<file path="config.mk">
export PLATFORM = sky130hd
export DESIGN_NAME = kst_ram
export DESIGN_NICKNAME = d
export VERILOG_FILES = /design/src/rtl/core/kst_ram.sv
export SDC_FILE = /design/constraint.sdc
export NUM_CORES = 1
export LEC_CHECK = 0
export ABC_AREA = 1
export BUFFER_PORTS_ARGS = -buffer_cell sky130_fd_sc_hd__buf_2
export CORE_MARGIN = 4
export CORE_UTILIZATION = 40
export CTS_BUF_LIST = sky130_fd_sc_hd__clkbuf_4
export DETAILED_ROUTE_END_ITERATION = 10
export GPL_ROUTABILITY_DRIVEN = 0
export PLACE_DENSITY_LB_ADDON = 0.08
export SETUP_SLACK_MARGIN = 0.15
export SLEW_MARGIN = 15
export SYNTH_ARGS = -nofsm -noshare
export SYNTH_HDL_FRONTEND = slang
export SYNTH_SLANG_ARGS = --single-unit
</file>
<file path="constraint.sdc">
create_clock -name clk -period 5.5 [get_ports clk]
set_clock_uncertainty 0.1 [all_clocks]
set_input_delay 0.825 -clock clk [delete_from_list [all_inputs] [get_ports clk]]
set_output_delay 0.825 -clock clk [all_outputs]
set_load 0.03 [all_outputs]
</file>
<file path="src/rtl/core/kst_ram.sv">
// generic single-port ram with registered read
// no dependencies
module kst_ram #(
    parameter int WIDTH = 8,
    parameter int DEPTH = 16
) (
    input  logic                     clk,
    input  logic                     we,
    input  logic [$clog2(DEPTH)-1:0] addr,
    input  logic [WIDTH-1:0]         wdata,
    output logic [WIDTH-1:0]         rdata
);

    logic [WIDTH-1:0] mem [DEPTH];

    always_ff @(posedge clk)
    begin
        if (we)
        begin
            mem[addr] <= wdata;
        end
        rdata <= mem[addr];
    end

endmodule

</file>
-- Yosys cells after proc, flatten, opt, wreduce, memory -nomap -nowiden
Memories as Yosys holds them, arrays and structs flattened. A register that Yosys moved wholly into a read port is not among the register bits.
Cells that the tools add are included.
- register bits: 0
- RAM bits: 128
- input port bits: 14
- output and inout port bits: 8
- word-level logic and storage cells: 3
- memories: 1
- multiplexer cells: 2
- memories (memory ; depth ; width ; read ports ; clocked after memory_dff ; write ports ; RTL line ; text):
    mem ; 16 ; 8 ; 1 ; 1 ; 1 ; 14 ; logic [WIDTH-1:0] mem [DEPTH];
- operators by type and width (operator ; count):
    2-to-1 mux 1 bit ; 2

-- Depth between registers and ports, before layout
Gate-level depths: netlist (run 1).
- depth in word-level cells: 2
- mapped depth: 11
- mapped depth without buffers: 9

-- Worst setup path after synthesis (run 1)
Ideal clock, no wire load.
- kind: in2reg
- start: input addr[1]
- end: memory mem[3][0] (enable)
- setup time: 370 ps
- arrival: 1832 ps
- required time: 5030 ps
- setup slack: 3198 ps
- stages on the path: 4
- path buffers: 2
- cells stage by stage: buf_2 > clkbuf_1 > nand3_1 > nor2_1
- RTL lines (what ; RTL line ; text):
    start: declaration ; 9 ; input logic [$clog2(DEPTH)-1:0] addr,
    end: declaration ; 14 ;
No word-level cell before the write port.

-- Worst setup path after layout (run 1)
- start: input addr[1]
- end: memory mem[13][7] (enable)
No word-level cell before the write port.

==> results_dict.tcl, run 1 <==
set metrics [dict create \
    hold_violations 0 \
    routedWlPerCell_um 17.2 \
    drt_first_pass_iters 4 \
    syn_inst 548 \
    grt_max_degree 66 \
    muxShareOfSynthArea 0 \
    synth_top_area_share 0.687 \
    core_area_um2 13500 \
    synth_nets 562 \
    max-cap-violations 0 \
    synth_cell_type_count 11 \
    crit_path_start_kind "input port" \
    worst_pin_slew_ns 0.827 \
    cp.required_ns 5.65 \
    root_buffer "clkbuf_4" \
    cts_buffer_depth 2 \
    clkTransAtPathRegs_ns 0.12 \
    rows 42 \
    yosys.area_share.adder 0 \
    synth-compound-area-share 0 \
    dp_hpwl_mm 8.21 \
    ir_drop_mv 0.213 \
    slew_headroom 0.445 \
    worst_slack_ns 2.66 \
    worstPathMaxFanout 35 \
    htree_num_levels 4 \
    dieArea_um2 15900 \
    cts_setup_buffers 0 \
    route.detailed.drc 0 \
    critPathMaxStageDelay_ns 0.86 \
    synth-xor-area-share 0 \
    die-width_um 126 \
    yosys-top-cells-area "edfxtp_1, nand2_1, dfxtp_1, inv_1, nor2_1" \
    nets 583 \
    grt_pass1_wl_mm 20.3 \
    pin_count 22 \
    final-setup-viol-count 0 \
    hold_buffers 0 \
    cts_resized 0 \
    status "completed" \
    antenna_found_initial 1 \
    fin_crit_ns 2.84 \
    start_util 0.416 \
    powerDensity_nw_per_um2 355 \
    viasPerCell 4.77 \
    drive_above_1_share 0.0945 \
    fin_hold_ws_ns 0.618 \
    cts_tree "done" \
    track_usage 0.174 \
    grt_pass1_vias 3547 \
    r2r_setup_slack_ns 4.34 \
    clkLatencyLatePin_ns 0.54 \
    grt_overflow 0 \
    area_growth_pct 11.4 \
    post-place-ws_ns 2.06 \
    drtIter0Drc 304 \
    yosys_warnings 0 \
    drt_wl_total_mm 13.1 \
    arrival_ns 2.99 \
    hp-class "in -> reg" \
    crit_slowest_cell "clkinv_1" \
    fin_crit_sh 0.517 \
    power_uw 2210 \
    synth_top_family_by_area "simple AND/OR/NAND/NOR gates" \
    seq_area_frac_synth 0.716 \
    leakage_uw 0.00265 \
    critPathCaptureType "flop" \
    netlist_area_um2 5590 \
    rsz0062_at_grt "false" \
    yosysTopAreaCell "edfxtp_1" \
    ys_ff_latch 136 \
    synth_simple_gate_area_frac 0.248 \
    clock_sinks 136 \
    io_buffers 21 \
    fmax_ghz 0.352 \
    worst-setup-path-type "in -> reg" \
    postSynthAreaPerCell_um2 10.2 \
    cts_buffers 17 \
    fin_tns_setup_ns 0 \
    path_cells "buf_2 -> clkinv_1 -> nand3_1 -> nor2_1" \
    vias 3624 \
    dieHeight_um 126 \
    slew_violations 0 \
    final_antenna_net_count 0 \
]
[cells in the final DEF (no fill, tap or decap), drive strengths merged]
master,Yosys,layout
clkbuf,3,18
dfxtp,8,8
buf,18,23
inv,22,22
bufinv,0,8
edfxtp,128,128
clkinv,1,7
nand3,4,4
nand2,346,346
nor2,18,18
diode,0,1
[critical path, delay by kind of cell]
kind	cells	cell delay, ns
AND/OR/NAND/NOR	2	0.80
buffers and inverters	2	1.34
[cell usage after synthesis, drive strengths merged]
cell type,count
nand2,346
edfxtp,128
inv,22
buf,18
nor2,18
dfxtp,8
nand3,4
clkbuf,3
clkinv,1
[power by group]
part           switching [µW]  internal [µW]
clock network             354            546
logic                     116           34.9
registers                5.77           1160
[layer usage]
layer / track usage / vias up / routed length (µm)
li1: - / 1797 / -
met1: 0.244 / 1725 / 6140
met2: 0.261 / 84 / 6020
met3: 0.0423 / 18 / 641
met4: 0.0694 / 0 / 263
met5: 0 / - / 0
[sequential cells by signal (all words and copies together), names as in the netlist]
register,cells
mem,128
rdata,8
[logic make-up after synthesis]
logic type	after synthesis
buf+inv	44
simple gates	368
flops	136
[through the flow]
stage | instance area (µm²) | std cells | util
after floorplan | 5590 | 548 | -
after CTS | 6230 | 758 | 0.463
after global placement | 5820 | 726 | 0.432
final | 6230 | 759 | 0.463
after detailed placement | 5820 | 726 | 0.432
after global routing | 6230 | 759 | 0.463
[final timing paths]
check | start | to | depth (start not counted)
setup / recovery | addr[1] | mem[13][7] | 4
hold reg to reg | mem[12][7] | rdata[7] | 8
hold / removal | wdata[6] | mem[15][6] | 1
setup reg to reg | mem[3][3] | rdata[3] | 8
[cell type report]
type                    count  area, µm²
fillers                  1308       7220
flip-flops and latches    136       4000
multi-input cells         368       1390
clock inverters            14        277
well taps                 176        220
clock buffers              18        135
repair buffers             23        120
inverters                  23       86.3
diodes                      1       2.50
Power figures use the tool's default switching activity.
==> inputs of run 2 (changes only) <==
==> constraint.sdc (replaced) <==
create_clock -name clk -period 2.61 [get_ports clk]
set_clock_uncertainty 0.1 [all_clocks]
set_input_delay 0.3915 -clock clk [delete_from_list [all_inputs] [get_ports clk]]
set_output_delay 0.3915 -clock clk [all_outputs]
set_load 0.03 [all_outputs]
==> results_dict.tcl, run 2 (synthesis gave the netlist of run 1 again) <==
set metrics [dict create \
    layout_commonest_cell "nand2_1" \
    area_growth_pct 10.6 \
    pwr-share-comb 0.081 \
    die-width_um 126 \
    cp_num_buf_inv 1 \
    placed_area_um2 5940 \
    layout_common_cells "nand2_1, edfxtp_1, inv_1, buf_2, buf_4" \
    switchingPower_uw 997 \
    routedWlPerCell_um 16.2 \
    powerDensity_nw_per_um2 643 \
    vias 3661 \
    clock_sinks 136 \
    critPathMaxStageDelay_ns 0.33 \
    leakage_uw 0.00264 \
    cts_resized 0 \
    grt_overflow 0 \
    hold_violations 0 \
    io_buffers 21 \
    fin_tns_setup_ns 0 \
    diodes 0 \
    cp.required_ns 2.12 \
    fmax_ghz 0.652 \
    nFillCells 1336 \
    regMostFlops "mem" \
    root_buffer "clkbuf_4" \
    crit_slowest_cell "dfxtp_1" \
    fin_crit_ns 1.53 \
    grt_pass1_vias 3544 \
    grt_max_degree 48 \
    rows 42 \
    largest_registers "mem (128), rdata (8)" \
    drive_above_1_share 0.117 \
    ir_drop_mv 0.398 \
    arrival_ns 1.04 \
    cpLargestDelayFamily "flip-flops" \
    max-cap-violations 0 \
    r2r_setup_slack_ns 1.48 \
    largest_reg_flops 128 \
    worstPathMaxFanout 1 \
    drt_wl_total_mm 12.6 \
    clkTransAtPathRegs_ns 0.12 \
    nets 600 \
    worst_pin_slew_ns 0.712 \
    p_clk_frac 0.304 \
    hold_buffers 0 \
    drt_first_pass_iters 5 \
    critPathCaptureType "primary output" \
    rsz0062_at_grt "false" \
    htree_num_levels 4 \
    dieArea_um2 15900 \
    routed.top_layer "met4" \
    cts_buffers 17 \
    wl_met3_um 663 \
    cts_tree "done" \
    antenna_found_initial 0 \
    track_usage 0.168 \
    slew_violations 0 \
    crit_path_start_kind "flop" \
    seqPwrFrac 0.615 \
    path_cells "buf_2" \
    route.detailed.drc 0 \
    final_area_um2 6190 \
    grt_pass1_wl_mm 19.8 \
    viasPerCell 4.73 \
    start_util 0.416 \
    p_sw_frac 0.250 \
    clkLatencyLatePin_ns 0.53 \
    slew_headroom 0.523 \
    drtIter0Drc 349 \
    dieHeight_um 126 \
    core_area_um2 13500 \
    cts_buffer_depth 2 \
    final_antenna_net_count 0 \
    worst-setup-path-type "reg -> out" \
    dr_wl_met2_mm 5.87 \
    pin_count 22 \
    wl_met1_mm 5.91 \
    status "completed" \
    hp-class "in -> reg" \
    final-setup-viol-count 0 \
    fin_crit_sh 0.587 \
    cts_setup_buffers 0 \
    dp_hpwl_mm 8.09 \
    p_int_uw 2980 \
]
-- run 2: cell types whose count changed in the layout (fill, tap and decap cells not counted) --
| cell | delta |
|---|---|
| bufinv_16 | -7 |
| clkinvlp_4 | +7 |
| buf_4 | +17 |
| diode_2 | -1 |
| clkinv_4 | -1 |
| clkinv_2 | -1 |
| clkinv_1 | +1 |
-- run 2: path summary, 6_finish.rpt --
kind,start,end,cells after the start
max reg2reg,mem[6][3],rdata[3],8
min reg2reg,mem[0][6],rdata[6],8
max,rdata[2],rdata[2],1
min,wdata[7],mem[1][7],1
-- run 2: through the flow --
stage	cells	total power, µW	hold WS, ns	utilization	worst slack, ns
final	774	3980	0.182	0.460	1.08
after global routing	774	4180	0.135	0.460	0.967
after CTS	774	4030	0.149	0.460	1.02
after detailed placement	743	2830	0.603	0.442	0.523
after global placement	743	2830	0.603	0.442	0.549
after floorplan	548	2700	0.390	-	0.741
-- run 2: power by group through the flow --
stage | clock network, µW | logic (µW) | registers [µW]
2_1_floorplan | 0 | 168 | 2530
3_3_place_gp | 0 | 328 | 2500
3_5_place_dp | 0 | 327 | 2500
4_1_cts | 1250 | 327 | 2450
5_1_grt | 1350 | 366 | 2450
6_report | 1210 | 321 | 2450
-- run 2: routing by layer --
metal	global-route usage	vias to the layer above
met5	0	-
met4	0.0492	0
met3	0.0453	11
met2	0.258	93
met1	0.237	1732
li1	-	1825
-- run 2: layout make-up --
class | instances | area [µm²] | share of cell area
sequential | 136 | 4000 | 0.647
tap | 176 | 220 | 0.0356
inverter | 23 | 86.3 | 0.0140
clock inverter | 13 | 109 | 0.0176
clock buffer | 18 | 135 | 0.0218
multi-input combinational | 368 | 1390 | 0.224
timing repair buffer | 40 | 248 | 0.0400
